`src/hw/rtl/ncbe_pkg.sv`:
```
`timescale 1ns / 1ps
// ----------------------------------------------------------------------------
// ncbe_pkg: shared types and constants of the neighbor cell bucket enumerator
// Field widths, register reset, sequencer states, offset codes and the
// result item structure.
// ----------------------------------------------------------------------------
package ncbe_pkg;

  // fixed field widths
  localparam int unsigned POS_FIELD_W = 16;
  localparam int unsigned INV_W       = 16;
  localparam int unsigned CELL_IDX_W  = 8;   // integer part of the Q8.8 register
  localparam int unsigned BUCKET_W    = 15;
  localparam int unsigned COUNT_W     = 5;

  localparam int unsigned S_TDATA_W   = 3 * POS_FIELD_W;
  localparam int unsigned M_TDATA_W   = 24;  // bucket + count, padded to bytes

  localparam logic [INV_W-1:0] INV_RESET = 16'd2560;

  // parameter defaults
  localparam int unsigned CELL_BITS_DEF = 5;
  localparam int unsigned POS_BITS_DEF  = 16;

  typedef enum logic [2:0] {
    ST_IDLE,
    ST_CELL_X,
    ST_CELL_Y,
    ST_CELL_Z,
    ST_CELL_FIN,
    ST_WALK
  } state_e;

  // offset of one axis: -1, 0, +1
  typedef enum logic [1:0] {
    OFF_NEG,
    OFF_ZERO,
    OFF_POS
  } off_e;

  typedef struct packed {
    logic [BUCKET_W-1:0] bucket;
    logic                last;
    logic [COUNT_W-1:0]  count;
  } out_item_t;

endpackage

```
`src/hw/rtl/ncbe_cell_mul.sv`:
```
`timescale 1ns / 1ps
// ----------------------------------------------------------------------------
// ncbe_cell_mul: shared cell index multiplier
// Registered product of one coordinate and the inverse cell size, keeping the
// integer bits: cell = floor(pos * inv / 2^(POS_BITS+8)).
// ----------------------------------------------------------------------------
module ncbe_cell_mul #(
  parameter int unsigned POS_BITS = ncbe_pkg::POS_BITS_DEF
) (
  input  logic                            clk_i,
  input  logic [POS_BITS-1:0]             pos_i,
  input  logic [ncbe_pkg::INV_W-1:0]      inv_i,
  output logic [ncbe_pkg::CELL_IDX_W-1:0] cell_o
);

  localparam int unsigned ProdW = POS_BITS + ncbe_pkg::INV_W;

  logic [ProdW-1:0]                prod;
  logic [ncbe_pkg::CELL_IDX_W-1:0] cell_d, cell_q;

  assign prod   = ProdW'(pos_i) * ProdW'(inv_i);
  assign cell_d = prod[ProdW-1 -: ncbe_pkg::CELL_IDX_W];

  always_ff @(posedge clk_i) begin
    cell_q <= cell_d;
  end

  assign cell_o = cell_q;

endmodule

```
`src/hw/rtl/ncbe_seq.sv`:
```
`timescale 1ns / 1ps
// ----------------------------------------------------------------------------
// ncbe_seq: cell sequencer and neighbor walker
// Feeds the three axes through the shared multiplier, then gives the home bucket
// or walks the 27 offsets (z outer, x inner), skips cells outside the grid and
// registers one Morton bucket per remaining cell.
// ----------------------------------------------------------------------------
module ncbe_seq #(
  parameter int unsigned CELL_BITS = ncbe_pkg::CELL_BITS_DEF,
  parameter int unsigned POS_BITS  = ncbe_pkg::POS_BITS_DEF
) (
  input  logic                            clk_i,
  input  logic                            rst_ni,
  input  logic                            in_valid_i,
  output logic                            in_ready_o,
  input  logic                            in_action_i,
  input  logic [POS_BITS-1:0]             in_pos_x_i,
  input  logic [POS_BITS-1:0]             in_pos_y_i,
  input  logic [POS_BITS-1:0]             in_pos_z_i,
  input  logic [ncbe_pkg::CELL_IDX_W-1:0] max_idx_i,
  output logic [POS_BITS-1:0]             mul_pos_o,
  input  logic [ncbe_pkg::CELL_IDX_W-1:0] mul_cell_i,
  output logic                            out_valid_o,
  input  logic                            out_ready_i,
  output ncbe_pkg::out_item_t             out_item_o
);

  localparam int unsigned IdxW    = ncbe_pkg::CELL_IDX_W;
  localparam int unsigned CellExtW = (CELL_BITS > IdxW) ? CELL_BITS : IdxW;
  localparam int unsigned BucketW = ncbe_pkg::BUCKET_W;
  localparam int unsigned CountW  = ncbe_pkg::COUNT_W;

  ncbe_pkg::state_e state_q, state_d;
  ncbe_pkg::off_e   dx_q, dx_d, dy_q, dy_d, dz_q, dz_d;
  ncbe_pkg::off_e   last_x, last_y, last_z;

  logic [POS_BITS-1:0] pos_x_q, pos_y_q, pos_z_q;
  logic                action_q;
  logic [IdxW-1:0]     cx_q, cy_q, cz_q;
  logic [CountW-1:0]   n_q, n_d;
  logic                out_valid_q, out_valid_d;
  ncbe_pkg::out_item_t item_q, item_d;

  logic            accept, slot_free, home_mode, nb_valid, is_done;
  logic            walk_step, emit;
  logic [IdxW-1:0] nx, ny, nz;
  logic [CellExtW-1:0] ex, ey, ez;
  logic [BucketW-1:0]  bucket;

  function automatic logic [IdxW-1:0] off_apply(logic [IdxW-1:0] c, ncbe_pkg::off_e o);
    logic [IdxW-1:0] r;
    case (o)
      ncbe_pkg::OFF_NEG: r = c - IdxW'(1);
      ncbe_pkg::OFF_POS: r = c + IdxW'(1);
      default:           r = c;
    endcase
    return r;
  endfunction

  function automatic logic off_ok(logic [IdxW-1:0] c, ncbe_pkg::off_e o,
                                  logic [IdxW-1:0] mx);
    logic ok;
    case (o)
      ncbe_pkg::OFF_NEG: ok = (c != '0);
      ncbe_pkg::OFF_POS: ok = (c != mx);
      default:           ok = 1'b1;
    endcase
    return ok;
  endfunction

  assign in_ready_o = (state_q == ncbe_pkg::ST_IDLE);
  assign accept     = in_valid_i && in_ready_o;
  assign slot_free  = !out_valid_q || out_ready_i;
  assign home_mode  = !action_q;

  // the home cell never exceeds max, so the final valid offset per axis is known
  assign last_x = (cx_q == max_idx_i) ? ncbe_pkg::OFF_ZERO : ncbe_pkg::OFF_POS;
  assign last_y = (cy_q == max_idx_i) ? ncbe_pkg::OFF_ZERO : ncbe_pkg::OFF_POS;
  assign last_z = (cz_q == max_idx_i) ? ncbe_pkg::OFF_ZERO : ncbe_pkg::OFF_POS;

  assign nb_valid = off_ok(cx_q, dx_q, max_idx_i) && off_ok(cy_q, dy_q, max_idx_i) &&
                    off_ok(cz_q, dz_q, max_idx_i);
  assign is_done  = home_mode || (dx_q == last_x && dy_q == last_y && dz_q == last_z);

  assign nx = home_mode ? cx_q : off_apply(cx_q, dx_q);
  assign ny = home_mode ? cy_q : off_apply(cy_q, dy_q);
  assign nz = home_mode ? cz_q : off_apply(cz_q, dz_q);

  assign ex = CellExtW'(nx);
  assign ey = CellExtW'(ny);
  assign ez = CellExtW'(nz);

  // Morton interleave, x in the lowest bit of each triple
  always_comb begin
    bucket = '0;
    for (int unsigned i = 0; i < CELL_BITS; i++) begin
      if (3 * i < BucketW)     bucket[3 * i]     = ex[i];
      if (3 * i + 1 < BucketW) bucket[3 * i + 1] = ey[i];
      if (3 * i + 2 < BucketW) bucket[3 * i + 2] = ez[i];
    end
  end

  // next state
  always_comb begin
    state_d = state_q;
    case (state_q)
      ncbe_pkg::ST_IDLE:     if (in_valid_i) state_d = ncbe_pkg::ST_CELL_X;
      ncbe_pkg::ST_CELL_X:   state_d = ncbe_pkg::ST_CELL_Y;
      ncbe_pkg::ST_CELL_Y:   state_d = ncbe_pkg::ST_CELL_Z;
      ncbe_pkg::ST_CELL_Z:   state_d = ncbe_pkg::ST_CELL_FIN;
      ncbe_pkg::ST_CELL_FIN: state_d = ncbe_pkg::ST_WALK;
      ncbe_pkg::ST_WALK:     if (slot_free && is_done) state_d = ncbe_pkg::ST_IDLE;
      default:               state_d = ncbe_pkg::ST_IDLE;
    endcase
  end

  // outputs of the sequencer
  always_comb begin
    mul_pos_o = pos_x_q;
    walk_step = 1'b0;
    emit      = 1'b0;
    case (state_q)
      ncbe_pkg::ST_CELL_X: mul_pos_o = pos_x_q;
      ncbe_pkg::ST_CELL_Y: mul_pos_o = pos_y_q;
      ncbe_pkg::ST_CELL_Z: mul_pos_o = pos_z_q;
      ncbe_pkg::ST_WALK: begin
        walk_step = slot_free;
        emit      = slot_free && (home_mode || nb_valid);
      end
      default: begin
        mul_pos_o = pos_x_q;
      end
    endcase
  end

  // offset counter: x fastest, then y, then z
  always_comb begin
    dx_d = dx_q;
    dy_d = dy_q;
    dz_d = dz_q;
    if (state_q == ncbe_pkg::ST_CELL_FIN) begin
      dx_d = ncbe_pkg::OFF_NEG;
      dy_d = ncbe_pkg::OFF_NEG;
      dz_d = ncbe_pkg::OFF_NEG;
    end else if (walk_step) begin
      if (dx_q != ncbe_pkg::OFF_POS) begin
        dx_d = ncbe_pkg::off_e'(dx_q + 2'd1);
      end else begin
        dx_d = ncbe_pkg::OFF_NEG;
        if (dy_q != ncbe_pkg::OFF_POS) begin
          dy_d = ncbe_pkg::off_e'(dy_q + 2'd1);
        end else begin
          dy_d = ncbe_pkg::OFF_NEG;
          dz_d = ncbe_pkg::off_e'(dz_q + 2'd1);
        end
      end
    end
  end

  always_comb begin
    n_d         = n_q;
    out_valid_d = out_valid_q;
    item_d      = item_q;
    if (out_ready_i) out_valid_d = 1'b0;
    if (state_q == ncbe_pkg::ST_CELL_FIN) n_d = '0;
    if (emit) begin
      n_d           = n_q + CountW'(1);
      out_valid_d   = 1'b1;
      item_d.bucket = bucket;
      item_d.last   = is_done;
      item_d.count  = is_done ? n_q + CountW'(1) : '0;
    end
  end

  always_ff @(posedge clk_i or negedge rst_ni) begin
    if (!rst_ni) begin
      state_q     <= ncbe_pkg::ST_IDLE;
      out_valid_q <= 1'b0;
      n_q         <= '0;
      dx_q        <= ncbe_pkg::OFF_NEG;
      dy_q        <= ncbe_pkg::OFF_NEG;
      dz_q        <= ncbe_pkg::OFF_NEG;
    end else begin
      state_q     <= state_d;
      out_valid_q <= out_valid_d;
      n_q         <= n_d;
      dx_q        <= dx_d;
      dy_q        <= dy_d;
      dz_q        <= dz_d;
    end
  end

  always_ff @(posedge clk_i) begin
    if (accept) begin
      pos_x_q  <= in_pos_x_i;
      pos_y_q  <= in_pos_y_i;
      pos_z_q  <= in_pos_z_i;
      action_q <= in_action_i;
    end
    // multiplier result is registered, so it arrives in the state after its operand
    if (state_q == ncbe_pkg::ST_CELL_Y)   cx_q <= mul_cell_i;
    if (state_q == ncbe_pkg::ST_CELL_Z)   cy_q <= mul_cell_i;
    if (state_q == ncbe_pkg::ST_CELL_FIN) cz_q <= mul_cell_i;
    item_q <= item_d;
  end

  assign out_valid_o = out_valid_q;
  assign out_item_o  = item_q;

  a_last_has_count: assert property (@(posedge clk_i) disable iff (!rst_ni)
    out_valid_q && item_q.last |-> item_q.count != '0)
    else $error("final item carries zero count");

  a_count_only_last: assert property (@(posedge clk_i) disable iff (!rst_ni)
    out_valid_q && !item_q.last |-> item_q.count == '0)
    else $error("count on non-final item");

  a_count_bound: assert property (@(posedge clk_i) disable iff (!rst_ni)
    n_q <= CountW'(27))
    else $error("more than 27 items for one input");

  a_home_single: assert property (@(posedge clk_i) disable iff (!rst_ni)
    emit && home_mode |-> n_q == '0)
    else $error("home mode emitted more than one item");

endmodule

```
`src/hw/rtl/neighbor_cell_bucket_enumerator.sv`:
```
`timescale 1ns / 1ps
// The first result is registered in the walk state, after the cell states CELL_X,
// CELL_Y, CELL_Z and CELL_FIN. Home mode gives one result; neighborhood mode walks
// up to 27 offsets. A new item is accepted only in the idle state, once the
// sequencer has finished the previous one.
// Output stalls hold the walk. Reset clears the sequencer and output valid and
// loads the inverse cell size with 10.0.
// ----------------------------------------------------------------------------
// neighbor_cell_bucket_enumerator: Morton hash buckets of a cell and neighbors
// Maps a unit-box position to its grid cell and gives the home bucket or the
// buckets of all in-grid cells of its 3x3x3 neighborhood.
// ----------------------------------------------------------------------------
module neighbor_cell_bucket_enumerator #(
  parameter int unsigned CELL_BITS = ncbe_pkg::CELL_BITS_DEF,
  parameter int unsigned POS_BITS  = ncbe_pkg::POS_BITS_DEF
) (
  input  logic                             clk_i,
  input  logic                             rst_ni,
  // configuration: inverse cell size, Q8.8
  input  logic                             cfg_we_i,
  input  logic [ncbe_pkg::INV_W-1:0]       cfg_wdata_i,
  // input items
  input  logic                             s_axis_tvalid_i,
  output logic                             s_axis_tready_o,
  input  logic [ncbe_pkg::S_TDATA_W-1:0]   s_axis_tdata_i,  // pos_x, pos_y, pos_z
  input  logic                             s_axis_tuser_i,  // action
  // result items
  output logic                             m_axis_tvalid_o,
  input  logic                             m_axis_tready_i,
  output logic [ncbe_pkg::M_TDATA_W-1:0]   m_axis_tdata_o,  // bucket, bucket_count, pad
  output logic                             m_axis_tlast_o
);

  localparam int unsigned FieldW = ncbe_pkg::POS_FIELD_W;
  localparam int unsigned ExtW   = (POS_BITS > FieldW) ? POS_BITS : FieldW;
  localparam int unsigned PackW  = ncbe_pkg::BUCKET_W + ncbe_pkg::COUNT_W;

  logic [ncbe_pkg::INV_W-1:0] inv_q;
  logic [ExtW-1:0]            ext_x, ext_y, ext_z;
  logic [POS_BITS-1:0]        mul_pos;
  logic [ncbe_pkg::CELL_IDX_W-1:0] mul_cell;
  ncbe_pkg::out_item_t        item;

  always_ff @(posedge clk_i or negedge rst_ni) begin
    if (!rst_ni) begin
      inv_q <= ncbe_pkg::INV_RESET;
    end else if (cfg_we_i) begin
      inv_q <= cfg_wdata_i;
    end
  end

  // use the low POS_BITS of each coordinate
  assign ext_x = ExtW'(s_axis_tdata_i[FieldW-1:0]);
  assign ext_y = ExtW'(s_axis_tdata_i[2*FieldW-1:FieldW]);
  assign ext_z = ExtW'(s_axis_tdata_i[3*FieldW-1:2*FieldW]);

  ncbe_cell_mul #(
    .POS_BITS (POS_BITS)
  ) u_mul (
    .clk_i  (clk_i),
    .pos_i  (mul_pos),
    .inv_i  (inv_q),
    .cell_o (mul_cell)
  );

  ncbe_seq #(
    .CELL_BITS (CELL_BITS),
    .POS_BITS  (POS_BITS)
  ) u_seq (
    .clk_i       (clk_i),
    .rst_ni      (rst_ni),
    .in_valid_i  (s_axis_tvalid_i),
    .in_ready_o  (s_axis_tready_o),
    .in_action_i (s_axis_tuser_i),
    .in_pos_x_i  (ext_x[POS_BITS-1:0]),
    .in_pos_y_i  (ext_y[POS_BITS-1:0]),
    .in_pos_z_i  (ext_z[POS_BITS-1:0]),
    .max_idx_i   (inv_q[ncbe_pkg::INV_W-1 -: ncbe_pkg::CELL_IDX_W]),
    .mul_pos_o   (mul_pos),
    .mul_cell_i  (mul_cell),
    .out_valid_o (m_axis_tvalid_o),
    .out_ready_i (m_axis_tready_i),
    .out_item_o  (item)
  );

  assign m_axis_tdata_o = ncbe_pkg::M_TDATA_W'({item.count, item.bucket});
  assign m_axis_tlast_o = item.last;

  // PackW bounds the used part of tdata
  a_pad_zero: assert property (@(posedge clk_i) disable iff (!rst_ni)
    m_axis_tvalid_o |-> m_axis_tdata_o[ncbe_pkg::M_TDATA_W-1:PackW] == '0)
    else $error("tdata padding not zero");

endmodule

```
`config.mk`:
```
export PLATFORM = sky130hd
export DESIGN_NAME = neighbor_cell_bucket_enumerator
export DESIGN_NICKNAME = d
export VERILOG_FILES = /design/src/hw/rtl/ncbe_pkg.sv /design/src/hw/rtl/ncbe_cell_mul.sv /design/src/hw/rtl/ncbe_seq.sv /design/src/hw/rtl/neighbor_cell_bucket_enumerator.sv
export SDC_FILE = /design/constraint.sdc
export NUM_CORES = 1
export LEC_CHECK = 0
export BUFFER_PORTS_ARGS = -buffer_cell sky130_fd_sc_hd__buf_2
export CAP_MARGIN = 20
export CORE_MARGIN = 8
export CORE_UTILIZATION = 33
export DETAILED_ROUTE_END_ITERATION = 7
export SETUP_SLACK_MARGIN = 0.15
export SKIP_LAST_GASP = 1
export SYNTH_ARGS = -nofsm -noshare
export SYNTH_HDL_FRONTEND = slang
export SYNTH_HIERARCHICAL = 1
export SYNTH_SLANG_ARGS = --single-unit
```
`constraint.sdc`:
```
create_clock -name clk_i -period 14.13 [get_ports clk_i]
set_input_delay 1.413 -clock clk_i [delete_from_list [all_inputs] [get_ports clk_i]]
set_output_delay 1.413 -clock clk_i [all_outputs]
set_load 0.1 [all_outputs]
```
== Word-level counts from Yosys, hierarchy flattened ==
Index checks and enable logic that the tools add are counted.

* Add/sub/neg operators: 10
* Multipliers: 1
* Equality and inequality tests: 23
* Mux-type cells: 33
* Reductions and logical operators: 25

{| class="wikitable"
|+ Operator list
! kind !! count
|-
| $mul 16x16->32 || 1
|-
| $pmux 16 s2 || 1
|-
| $pmux 5 s2 || 3
|-
| $mux 2 || 14
|-
| $mux 5 || 5
|-
| $eq 8x8->1 || 3
|-
| $ne 8x8->1 || 3
|-
| $reduce_bool 8->1 || 3
|-
| $add 5x1->5 const B || 4
|-
| $pmux 3 s6 || 1
|-
| $sub 5x1->5 const B || 3
|-
| $ne 2x2->1 const B || 5
|-
| $logic_and 1x1->1 || 7
|-
| $add 2x1->2 const B || 3
|-
| $eq 2x2->1 || 3
|-
| $eq 2x2->1 const B || 3
|-
| $eq 3x2->1 const B || 2
|-
| $eq 3x3->1 const B || 2
|-
| $logic_not 2->1 || 3
|-
| $mux 3 || 2
|-
| $pmux 1 s2 || 3
|-
| $reduce_bool 2->1 || 3
|-
| $mux 1 || 4
|-
| $reduce_and 2->1 || 2
|-
| 6 further kinds || 9
|}

* Register bits after elaboration: 133
* Output and inout port bits: 27

== Longest topological paths before layout ==
Gate-level depths: netlist of the first run.

* Word-level depth: 9
* Mapped depth: 27
* Gate-level depth less buffers: 23

== Modules after synthesis ==
Netlist of the first run, hierarchy kept.

{| class="wikitable"
|+ Modules (own cells, without submodules)
! module !! instances !! cells each !! area each (um2)
|-
| ncbe_cell_mul || 1 || 957 || 8331.7
|-
| ncbe_seq || 1 || 378 || 5034.8
|-
| neighbor_cell_bucket_enumerator || 1 || 39 || 685.7
|}

== Worst setup path before layout of the first run ==
OpenSTA, ideal clock, no wires.

* Path type: reg-to-reg
* Start point: register u_seq.state_q[1]
* End point: register u_mul.cell_q (netlist bit u_mul/cell_o[4])
* Arrival time: 6.352 ns
* Data required time: 14.010 ns
* Path slack: 7.658 ns
* Stages on the path, launching flop included: 24
* Buffers on the path: 4
* Period minus slack after synthesis: 6.472 ns
* Path through: dfrtp_1 -> clkbuf_1 -> nand2b_1 -> clkbuf_1 -> clkbuf_1 -> o21ai_0 -> clkbuf_1 -> nand2_1 -> fa_1 -> fa_1 -> inv_1 -> fa_1 -> fa_1 -> fa_1 -> inv_1 -> fa_1 -> inv_1 -> ha_1 -> and4_1 -> nand3_1 -> or4_1 -> a21oi_1 -> nor3_1 -> xnor2_1

* Cells in the longest elaborated chain, start to end: 3
* Elaborated cells on any way between the ends: 4
* Classes of those cells: mul: 1; eq/ne: 2; mux: 1

{| class="wikitable"
|+ Ends and longest elaborated chain
! what !! line !! text
|-
| start: declaration || ncbe_seq.sv:33 || <nowiki>ncbe_pkg::state_e state_q, state_d;</nowiki>
|-
| start signal: assignment || ncbe_seq.sv:177 || <nowiki>state_q <= ncbe_pkg::ST_IDLE;</nowiki>
|-
| start signal: assignment || ncbe_seq.sv:184 || <nowiki>state_q <= state_d;</nowiki>
|-
| $eq 3x2->1 || ncbe_seq.sv:122 || <nowiki>case (state_q)</nowiki>
|-
| $pmux 16 s2 (*) || ncbe_seq.sv:122 ||
|-
| net mul_pos[13] || neighbor_cell_bucket_enumerator.sv:40 || <nowiki>logic [POS_BITS-1:0] mul_pos;</nowiki>
|-
| $mul 16x16->32 (*) || ncbe_cell_mul.sv:21 || <nowiki>assign prod = ProdW'(pos_i) * ProdW'(inv_i);</nowiki>
|-
| net u_mul.prod[28] || ncbe_cell_mul.sv:18 || <nowiki>logic [ProdW-1:0] prod;</nowiki>
|-
| end signal: assignment || ncbe_cell_mul.sv:25 || <nowiki>cell_q <= cell_d;</nowiki>
|-
| end: declaration || ncbe_cell_mul.sv:19 || <nowiki>logic [ncbe_pkg::CELL_IDX_W-1:0] cell_d, cell_q;</nowiki>
|}

The timed path passes the listed nets; every way through them passes the cells marked *.
A chain may end at the register's enable or synchronous reset.

== Worst setup path in the final report of the first run ==
* Start point: register u_seq.state_q[2]
* End point: register u_mul.cell_q (netlist bit u_mul/cell_o[4])

The elaborated chain is that of the path after synthesis.

==> results of run 1 <==
[cell usage after synthesis (2+ instances only)]
library cell / count
nand2_1: 192
nand2b_1: 6
nand4_2: 3
a41oi_1: 3
o21a_1: 5
o2111ai_1: 3
xor2_1: 9
nor2_1: 27
fa_1: 196
nor4_1: 6
o21bai_1: 4
o21ai_0: 38
nor3_1: 9
o211ai_1: 3
dfstp_2: 2
ha_1: 113
and4_1: 2
and3_1: 5
clkbuf_1: 44
mux2_2: 6
buf_4: 4
nand3_1: 15
dfxtp_1: 8
a21oi_1: 42
mux2_4: 11
o21ai_1: 2
dfrtp_1: 29
edfxtp_1: 94
a221o_1: 3
buf_6: 2
nand4_1: 11
nor2b_1: 3
mux2i_1: 20
and2_1: 118
xnor2_1: 39
o2111a_1: 3
inv_1: 246
a21o_1: 9
nor4b_1: 2
nand3b_1: 2
[critical path, delay by kind of cell, from the launching register on]
kind | cells | cell delay, ns
AOI/OAI and AO/OA | 2 | 0.99
xor gates and xnor gates | 1 | 0.12
adders and majority gates | 7 | 3.44
buffers and inverters | 4 | 0.38
DFF | 1 | 0.47
and+or+nand+nor | 6 | 1.28
[per-stage QoR]
stage	hold WS, ns	setup WS (ns)	area, um^2
final	0.552	7.28	15700
after floorplan	0.421	7.66	14100
after detailed placement	0.531	7.05	15100
after global placement	0.535	7.22	15100
after CTS	0.551	6.99	15700
after global routing	0.573	6.98	15700
[cell families (layout without fill, tap and decap cells)]
family	Yosys count	count (layout)	synth area share
simple gates	409	409	0.145
fa+ha+maj	309	309	0.380
buf+inv	300	393	0.0842
compound gates	136	136	0.0617
flops	133	133	0.268
xor+xnor	48	48	0.0299
mux	38	38	0.0316
other cells	1	4	0.000267
[routing by layer]
metal,GRT usage,vias up,part of all wire
li1,-,4536,-
met1,0.180,4899,0.43
met2,0.233,281,0.48
met3,0.0319,50,0.063
met4,0.0418,0,0.017
met5,0,-,0
[cells in the final DEF (no fill, tap or decap), types with 4 or more instances in the layout]
cell / count
clkbuf_16: 18
edfxtp_1: 94
inv_1: 246
and2_1: 117
xnor2_1: 39
conb_1: 4
nor3_1: 9
ha_1: 113
mux2_4: 11
inv_6: 5
o21bai_1: 4
dfxtp_1: 8
o21ai_0: 24
nor2_1: 27
nand3_1: 15
nand4_1: 11
mux2_2: 6
a21o_1: 9
fa_1: 196
mux2i_1: 20
nand2b_1: 6
xor2_1: 9
nand2_1: 192
o21a_1: 5
and3_1: 5
dfrtp_1: 29
inv_4: 4
a21oi_1: 42
buf_2: 92
nor4_1: 6
buf_4: 20
o21ai_1: 14
[registers in the layout, indices dropped and copies added, names as in the netlist]
| register | flops |
|---|---|
| u_seq/out_item_o | 21 |
| inv_q | 16 |
| u_seq/pos_x_q | 16 |
| u_seq/pos_y_q | 16 |
| u_seq/pos_z_q | 16 |
| u_mul/cell_o | 8 |
| u_seq/cx_q | 8 |
| u_seq/cy_q | 8 |
| u_seq/cz_q | 8 |
| u_seq/n_q | 5 |
| u_seq/state_q | 3 |
| u_seq/dx_q | 2 |
| u_seq/dy_q | 2 |
| u_seq/dz_q | 2 |
| u_seq/action_q | 1 |
| u_seq/out_valid_o | 1 |
[layout make-up]
class                           instances  share of cell area
Clock buffer                           19              0.0296
Clock inverter                         13             0.00669
Inverter                              247              0.0590
Multi-Input combinational cell        944               0.581
Sequential cell                       133               0.240
Tap cell                              539              0.0430
Timing Repair Buffer                  114              0.0409
[path summary, 6_finish.rpt]
path	endpoint	depth (start not counted)	slack (ns)	from
max reg2reg	u_mul/cell_o[4]$_DFF_P_	20	7.28	u_seq/state_q[2]$_DFFE_PN0P_
min reg2reg	u_seq/out_valid_o$_DFFE_PN0P_	1	0.55	u_seq/out_valid_o$_DFFE_PN0P_
min	u_seq/out_valid_o$_DFFE_PN0P_	1	0.55	u_seq/out_valid_o$_DFFE_PN0P_
max	u_mul/cell_o[4]$_DFF_P_	20	7.28	u_seq/state_q[2]$_DFFE_PN0P_
max in group asynchronous	u_seq/state_q[2]$_DFFE_PN0P_	1	12.60	rst_ni
min in group asynchronous	inv_q[2]$_DFFE_PN0P_	1	1.05	rst_ni
==> flow_summary_export.csv, run 1 <==
group,metric,value,unit
timing,worstMarginPinSlew,1.03,ns
layout,area_growth,11.7,%
cts,postCtsHoldBufs,0,
cts,cts_root_buffer,"clkbuf_16",
yosys,synth_seq_area_share,0.268,
yosys,ys_ff_latch,133,
critical_path,worstPathRequired,14.45,ns
grt,antenna_found_initial,0,
cts,clock_latency,0.43,ns
critical_path,slowest_delay,0.84,ns
timing,setup_viol,0,
cts,cts_max_level,4,
yosys,yosys.area.top_type,"fa_1",
timing,slew_viol_final,0,
grt,grt_first_pass_wirelength,55700,um
floorplan,die-area,49400,um^2
layout,nets,1836,
yosys,synth_top_area_share,0.279,
drt,drc_errors,0,
layout,stdcell_count,2009,
drt,ant_nets,0,
critical_path,crit_top_cell,"fa_1",
drt,drt_iter0_drc,592,
layout,postLayoutCoreUtil,0.374,
yosys,ys_top_cells_by_area,"fa_1, edfxtp_1, ha_1, inv_1, and2_1",
timing,rsz0062_at_grt,"no",
floorplan,initial_core_util,0.335,
cts,post-cts-setup-buffers,0,
placed_design,io_buffers,92,
yosys,ys.flop_type,"edfxtp_1",
floorplan,dieWidth,222,um
critical_path,crit_fanout,35,
yosys,avgSynthCellArea,10.2,um^2
critical_path,crit_path_start_kind,"flop",
job,cap_violations,0,
critical_path,crit_chain,"nand2b_1, buf_4, o21ai_2, nand2_1, fa_1, inv_1, fa_1, fa_1, fa_1, fa_1, inv_1, fa_1, inv_1, ha_1, and4_1, nand3_1, or4_1, a21oi_1, nor3_1, xnor2_1",
grt,grt-ovfl-total,0,
cts,clk_pin_slew,0.06,ns
floorplan,row_count,75,
yosys,synth-async-reset-ratio,0.233,
worst_hold_path,hp-class,"reg2reg",
layout,seqCellArea,3760,um^2
critical_path,critical_path_arrival,7.17,ns
placed_design,hpwl,26400,um
drt,viasPerCell,4.86,
timing,fin_tns_setup,0,ns
floorplan,chipHeight,222,um
layout,antenna_cells,0,
drt,num_vias,9766,
timing,period_needed,6.85,ns
yosys,ys_types,75,
drt,routed_wl,33800,um
floorplan,io_pins,97,
timing,clock_skew,0.00951,ns
drt,routedWlPerCell,16.8,um
layout,nFillCells,4094,
critical_path,crit_slowest_cell,"o21ai_2",
placed_design,gp_congestion,0.894,
timing,slew_headroom,0.315,
yosys,ys_warn_count,6,
run_status,outcome,"finished, final reports clean",
cts,cts_tree,"yes",
timing,hold_viol,0,
layout,multi_input_area,9130,um^2
cts,cts_buffer_depth,2,
drt,dr.pass1.iters,5,
cts,numCtsBuffers,17,
grt,grt_pass1_vias,10500,
yosys,postSynthCellCount,1374,
timing,fin_crit_sh,0.485,
grt,grt_use_total,0.140,
critical_path,critPathKind,"reg2reg",
timing,fmaxAchievable,0.146,GHz
cts,cts_sinks,133,
floorplan,core_area,41900,um^2
yosys,synth_area,14100,um^2
cts,postCtsResizedCells,0,
critical_path,cp-end-kind,"flop",
layout,drive_above_1_share,0.123,
yosys,synth-edff-count,94,
placed_design,placed_cells,1974,
grt,grt_start_max_net_pins,50,
Power of run 1 is left out: the tool's default activity adds up to more than one toggle a clock period on the data nets, which glitch-free logic cannot reach.
==> inputs of run 2 (changes only) <==
Clock period 14.13 ns to 6.4 ns, I/O delays scaled along.
==> run 2 against run 1 <==
Net effect: register-to-register slack got worse by 7.0 ns; cell area increased by 5.4%; first-iteration DRC count decreased by 4.2%; global-route usage increased by 0.24 points; cell count increased by 2.8%; routed wire length increased by 3.5%; non-clock buffer count increased by 56; core utilization increased by 2.0 points; flip-flop and latch count unchanged; die area unchanged.
==> flow_summary_export.csv, run 2 (synthesis gave the netlist of run 1 again) <==
group,metric,value,unit
cts,cts_max_level,4,
timing,fmaxAchievable,0.165,GHz
grt,grt_start_max_net_pins,50,
grt,grt_use_total,0.142,
timing,setup_viol,0,
job,cap_violations,0,
floorplan,initial_core_util,0.335,
drt,routed_wl,35000,um
grt,grt_pass1_vias,10600,
critical_path,critical_path_arrival,6.39,ns
grt,grt_first_pass_wirelength,56600,um
critical_path,worstPathRequired,6.71,ns
layout,seqCellArea,3760,um^2
layout,drive_above_1_share,0.184,
timing,worstMarginPinSlew,0.826,ns
timing,slew_headroom,0.450,
layout,antenna_cells,0,
cts,numCtsBuffers,17,
floorplan,row_count,75,
timing,hold_ws,0.274,ns
cts,cts_root_buffer,"clkbuf_16",
placed_design,io_buffers,92,
critical_path,cp-end-kind,"flop",
timing,hold_viol,0,
drt,drt_iter0_drc,567,
cts,cts_buffer_depth,2,
cts,cts_sinks,133,
layout,final_common_cell,"inv_1",
drt,drc_errors,0,
timing,rsz0062_at_grt,"yes",
floorplan,io_pins,97,
layout,largest_register_ffs,21,
timing,clock_skew,0.0144,ns
layout,nets,1892,
floorplan,chipHeight,222,um
cts,clock_latency,0.43,ns
critical_path,reg2regPathDepth,23,
timing,period_needed,6.07,ns
floorplan,die-area,49400,um^2
critical_path,crit_fanout,8,
run_status,outcome,"finished, final reports clean",
critical_path,crit_path_start_kind,"flop",
drt,viasPerCell,4.83,
drt,num_vias,9974,
floorplan,core_area,41900,um^2
layout,multi_input_area,9420,um^2
timing,fin_crit_sh,0.949,
layout,nFillCells,4027,
floorplan,dieWidth,222,um
layout,final_cell_mix,"inv_1, fa_1, nand2_1",
grt,antenna_found_initial,0,
worst_hold_path,hp-class,"in2async",
placed_design,hpwl,28100,um
drt,dr.pass1.iters,5,
timing,fin_tns_setup,0,ns
cts,clk_pin_slew,0.07,ns
layout,area_growth,17.8,%
critical_path,critPathKind,"reg2reg",
drt,ant_nets,0,
grt,grt-ovfl-total,0,
timing,slew_viol_final,0,
drt,routedWlPerCell,16.9,um
cts,cts_tree,"yes",
placed_design,gp_congestion,0.863,
-- run 2: cell types whose count changed in the layout (fill, tap and decap cells not counted), sizes merged --
| cell | change |
|---|---|
| clkbuf | +4 |
| inv | -3 |
| buf | +55 |
-- run 2: area by class of cell --
| type | instances | share of cell area |
|---|---|---|
| Clock buffer | 22 | 0.0307 |
| Clock inverter | 10 | 0.00476 |
| Inverter | 247 | 0.0560 |
| Multi-Input combinational cell | 944 | 0.569 |
| Sequential cell | 133 | 0.227 |
| Tap cell | 539 | 0.0407 |
| Timing Repair Buffer | 170 | 0.0715 |
-- run 2: layer usage --
layer / GRT usage / routed length, um / up-vias
met5: 0 / 0 / -
met4: 0.0304 / 576 / 0
met2: 0.246 / 17500 / 262
li1: - / - / 4659
met1: 0.183 / 15100 / 5018
met3: 0.0288 / 1840 / 35
-- run 2: what timing repair did --
action	CTS	global route
endpoints found under the setup margin	0	8
hold buffers	0	0
buffers inserted	0	18
hold endpoints to repair	0	0
resized for setup	0	62
-- run 2: critical path: stages (launching register included) --
cell and delay (ns):
dfrtp_2 0.43, buf_12 0.16, mux2i_2 0.23, o21ai_2 0.08, buf_6 0.13, buf_4 0.15, and2_1 0.17, fa_1 0.53
inv_1 0.05, fa_1 0.49, fa_2 0.36, fa_1 0.54, inv_1 0.05, fa_1 0.54, inv_1 0.06, fa_1 0.54
inv_1 0.07, ha_4 0.29, buf_4 0.11, nand2_1 0.09, or4_4 0.56, a21oi_4 0.14, nor3_2 0.06, xnor2_1 0.13
-- run 2: final timing paths --
path | start | end | slack (ns)
worst min-delay path | rst_ni | inv_q[0]$_DFFE_PN0P_ | 0.27
max in group asynchronous | rst_ni | u_seq/state_q[0]$_DFFE_PN0P_ | 5.57
worst max-delay path | u_seq/state_q[0]$_DFFE_PN0P_ | u_mul/cell_o[4]$_DFF_P_ | 0.33
worst min register to register | u_mul/cell_o[1]$_DFF_P_ | u_seq/cx_q[1]$_DFFE_PN_ | 0.51
min in group clk_i | s_axis_tdata_i[47] | u_seq/pos_z_q[15]$_DFFE_PP_ | 0.39
worst max register to register | u_seq/state_q[0]$_DFFE_PN0P_ | u_mul/cell_o[4]$_DFF_P_ | 0.33
-- run 2: metrics by stage --
step / util / setup WS, ns / cell area (um^2) / instances
floorplan: - / 0.122 / 14100 / 1377
global placement: 0.368 / 0.186 / 15400 / 2012
detailed placement: 0.369 / 0.162 / 15500 / 2013
CTS: 0.382 / 0.156 / 16000 / 2045
global route: 0.395 / 0.0373 / 16600 / 2065
finish: 0.395 / 0.325 / 16600 / 2065
Power of run 2 is left out for the same reason.
==> inputs of run 3 (changes only) <==
Settings changed: CAP_MARGIN 20 to default.
Clock period 6.4 ns to 5.3 ns, I/O delays scaled along.
==> run 3 against run 2 <==
Net effect: the run now ends with negative setup slack left; first-iteration DRC count increased by 12%; clock-buffer cell count decreased by 5; hold slack got worse by 0.095 ns; non-clock buffer count increased by 74; flip-flop and latch count unchanged; cell area increased by 6.7%; critical path depth decreased by 2; routed wire length increased by 5.2%; core utilization increased by 2.6 points; cell count increased by 3.7%; critical endpoint unchanged.
==> flow_summary_export.csv, run 3 (synthesis gave the netlist of run 1 again) <==
group,metric,value,unit
cts,cts_tree,"yes",
placed_design,io_buffers,92,
layout,antenna_cells,0,
layout,final_cell_mix,"inv_1, fa_1, nand2_1",
critical_path,crit_top_cell,"fa_1",
placed_design,dp_slack,-0.747,ns
cts,clk_pin_slew,0.07,ns
drt,drc_errors,0,
layout,final_area,17700,um^2
grt,grt_start_max_net_pins,50,
timing,setup_viol,8,
floorplan,die-area,49400,um^2
drt,routedWlPerCell,17.2,um
grt,grt_use_total,0.148,
grt,antenna_found_initial,0,
critical_path,critical_path_arrival,6.36,ns
layout,area_growth,25.6,%
critical_path,slowest_delay,0.56,ns
placed_design,gp_congestion,0.868,
drt,dr.pass1.iters,5,
timing,layout_setup_ws,-0.716,ns
timing,worstMarginPinSlew,1.14,ns
drt,drt_iter0_drc,635,
timing,slew_headroom,0.237,
cts,clock_latency,0.45,ns
placed_design,hpwl,29700,um
critical_path,cp-end-kind,"flop",
drt,routed_wl,36800,um
layout,largest_register_ffs,21,
layout,multi_input_area,9840,um^2
critical_path,crit_path_start_kind,"flop",
floorplan,initial_core_util,0.335,
timing,clock_skew,0.0198,ns
timing,slew_viol_final,0,
critical_path,crit_fanout,8,
layout,postLayoutCoreUtil,0.421,
timing,hold_ws,0.179,ns
floorplan,io_pins,97,
timing,rsz0062_at_grt,"yes",
layout,nFillCells,3969,
run_status,outcome,"finished with violations",
timing,fmaxAchievable,0.166,GHz
timing,hold_viol,0,
critical_path,crit_slowest_cell,"fa_1",
cts,cts_max_level,4,
layout,nets,1968,
cts,cts_buffer_depth,2,
layout,final_common_cell,"inv_1",
floorplan,chipHeight,222,um
cts,cts_root_buffer,"clkbuf_16",
placed_design,placed_cell_area,16400,um^2
drt,ant_nets,0,
layout,drive_above_1_share,0.262,
worst_hold_path,hp-class,"in2async",
critical_path,crit_chain,"clkbuf_16, mux2i_2, o21ai_4, buf_4, nand2_1, fa_1, inv_1, fa_1, fa_1, fa_1, fa_1, inv_1, fa_1, inv_1, ha_4, and4_4, nand3_2, or4_4, a21oi_2, nor3_1, xnor2_1",
grt,grt-ovfl-total,0,
floorplan,row_count,75,
grt,grt_first_pass_wirelength,59100,um
critical_path,worstPathRequired,5.64,ns
drt,num_vias,10300,
grt,grt_pass1_vias,10900,
cts,numCtsBuffers,17,
floorplan,dieWidth,222,um
timing,period_needed,6.02,ns
cts,cts_sinks,133,
drt,viasPerCell,4.83,
timing,fin_crit_sh,1.14,
critical_path,critPathKind,"reg2reg",
layout,seqCellArea,3760,um^2
run_status,violations,"negative setup slack",
floorplan,core_area,41900,um^2
job,cap_violations,0,
-- run 3: cell types whose count changed in the layout (fill, tap and decap cells not counted), sizes merged --
cell	change
clkinvlp	+1
buf	+74
o21ai	+2
clkbuf	-5
clkinv	+2
inv	-2
bufinv	+4
-- run 3: worst paths after layout --
| kind | from | to | slack (ns) | depth (start not counted) |
|---|---|---|---|---|
| max in group asynchronous | rst_ni | u_seq/state_q[0]$_DFFE_PN0P_ | 4.57 | 1 |
| min in group clk_i | s_axis_tdata_i[8] | u_seq/pos_x_q[8]$_DFFE_PP_ | 0.25 | 1 |
| hold reg to reg | u_seq/out_valid_o$_DFFE_PN0P_ | u_seq/out_valid_o$_DFFE_PN0P_ | 0.53 | 1 |
| setup / recovery | u_seq/state_q[0]$_DFFE_PN0P_ | u_mul/cell_o[4]$_DFF_P_ | -0.72 | 21 |
| hold / removal | rst_ni | u_seq/n_q[2]$_DFFE_PN0P_ | 0.18 | 1 |
| setup reg to reg | u_seq/state_q[0]$_DFFE_PN0P_ | u_mul/cell_o[4]$_DFF_P_ | -0.72 | 21 |
-- run 3: layer usage --
metal | vias to the layer above | wire [um] | track usage
li1 | 4809 | - | -
met1 | 5259 | 17400 | 0.208
met2 | 233 | 17100 | 0.237
met3 | 38 | 1810 | 0.0244
met4 | 0 | 480 | 0.0336
met5 | - | 0 | 0
-- run 3: critical path: cells and delay by family (launching register included) --
family	cells	cell delay [ns]
compound gates	2	0.43
buf+inv	5	0.54
flops	1	0.46
mux	1	0.16
simple gates	5	0.97
xor+xnor	1	0.12
fa+ha+maj	7	3.25
-- run 3: layout make-up --
class	instances	area share
Tap cell	539	0.0382
Sequential cell	133	0.213
Timing Repair Buffer	244	0.102
Inverter	247	0.0525
Clock inverter	15	0.0123
Multi-Input combinational cell	946	0.558
Clock buffer	17	0.0241
-- run 3: per-stage QoR --
stage | TNS [ns] | instances
after floorplan | -3.17 | 1377
after global placement | -4.96 | 2085
after detailed placement | -5.26 | 2085
after CTS | -4.90 | 2118
after global routing | -6.57 | 2141
final | -5.01 | 2141
-- run 3: timing repair --
item,in CTS,in global routing
pin swaps,4,52
setup buffers,1,20
gates resized for setup,15,77
hold buffers,0,0
cloned,0,3
endpoints found under the setup margin,8,8
endpoints found under the hold margin,0,0
Power of run 3 is left out for the same reason.
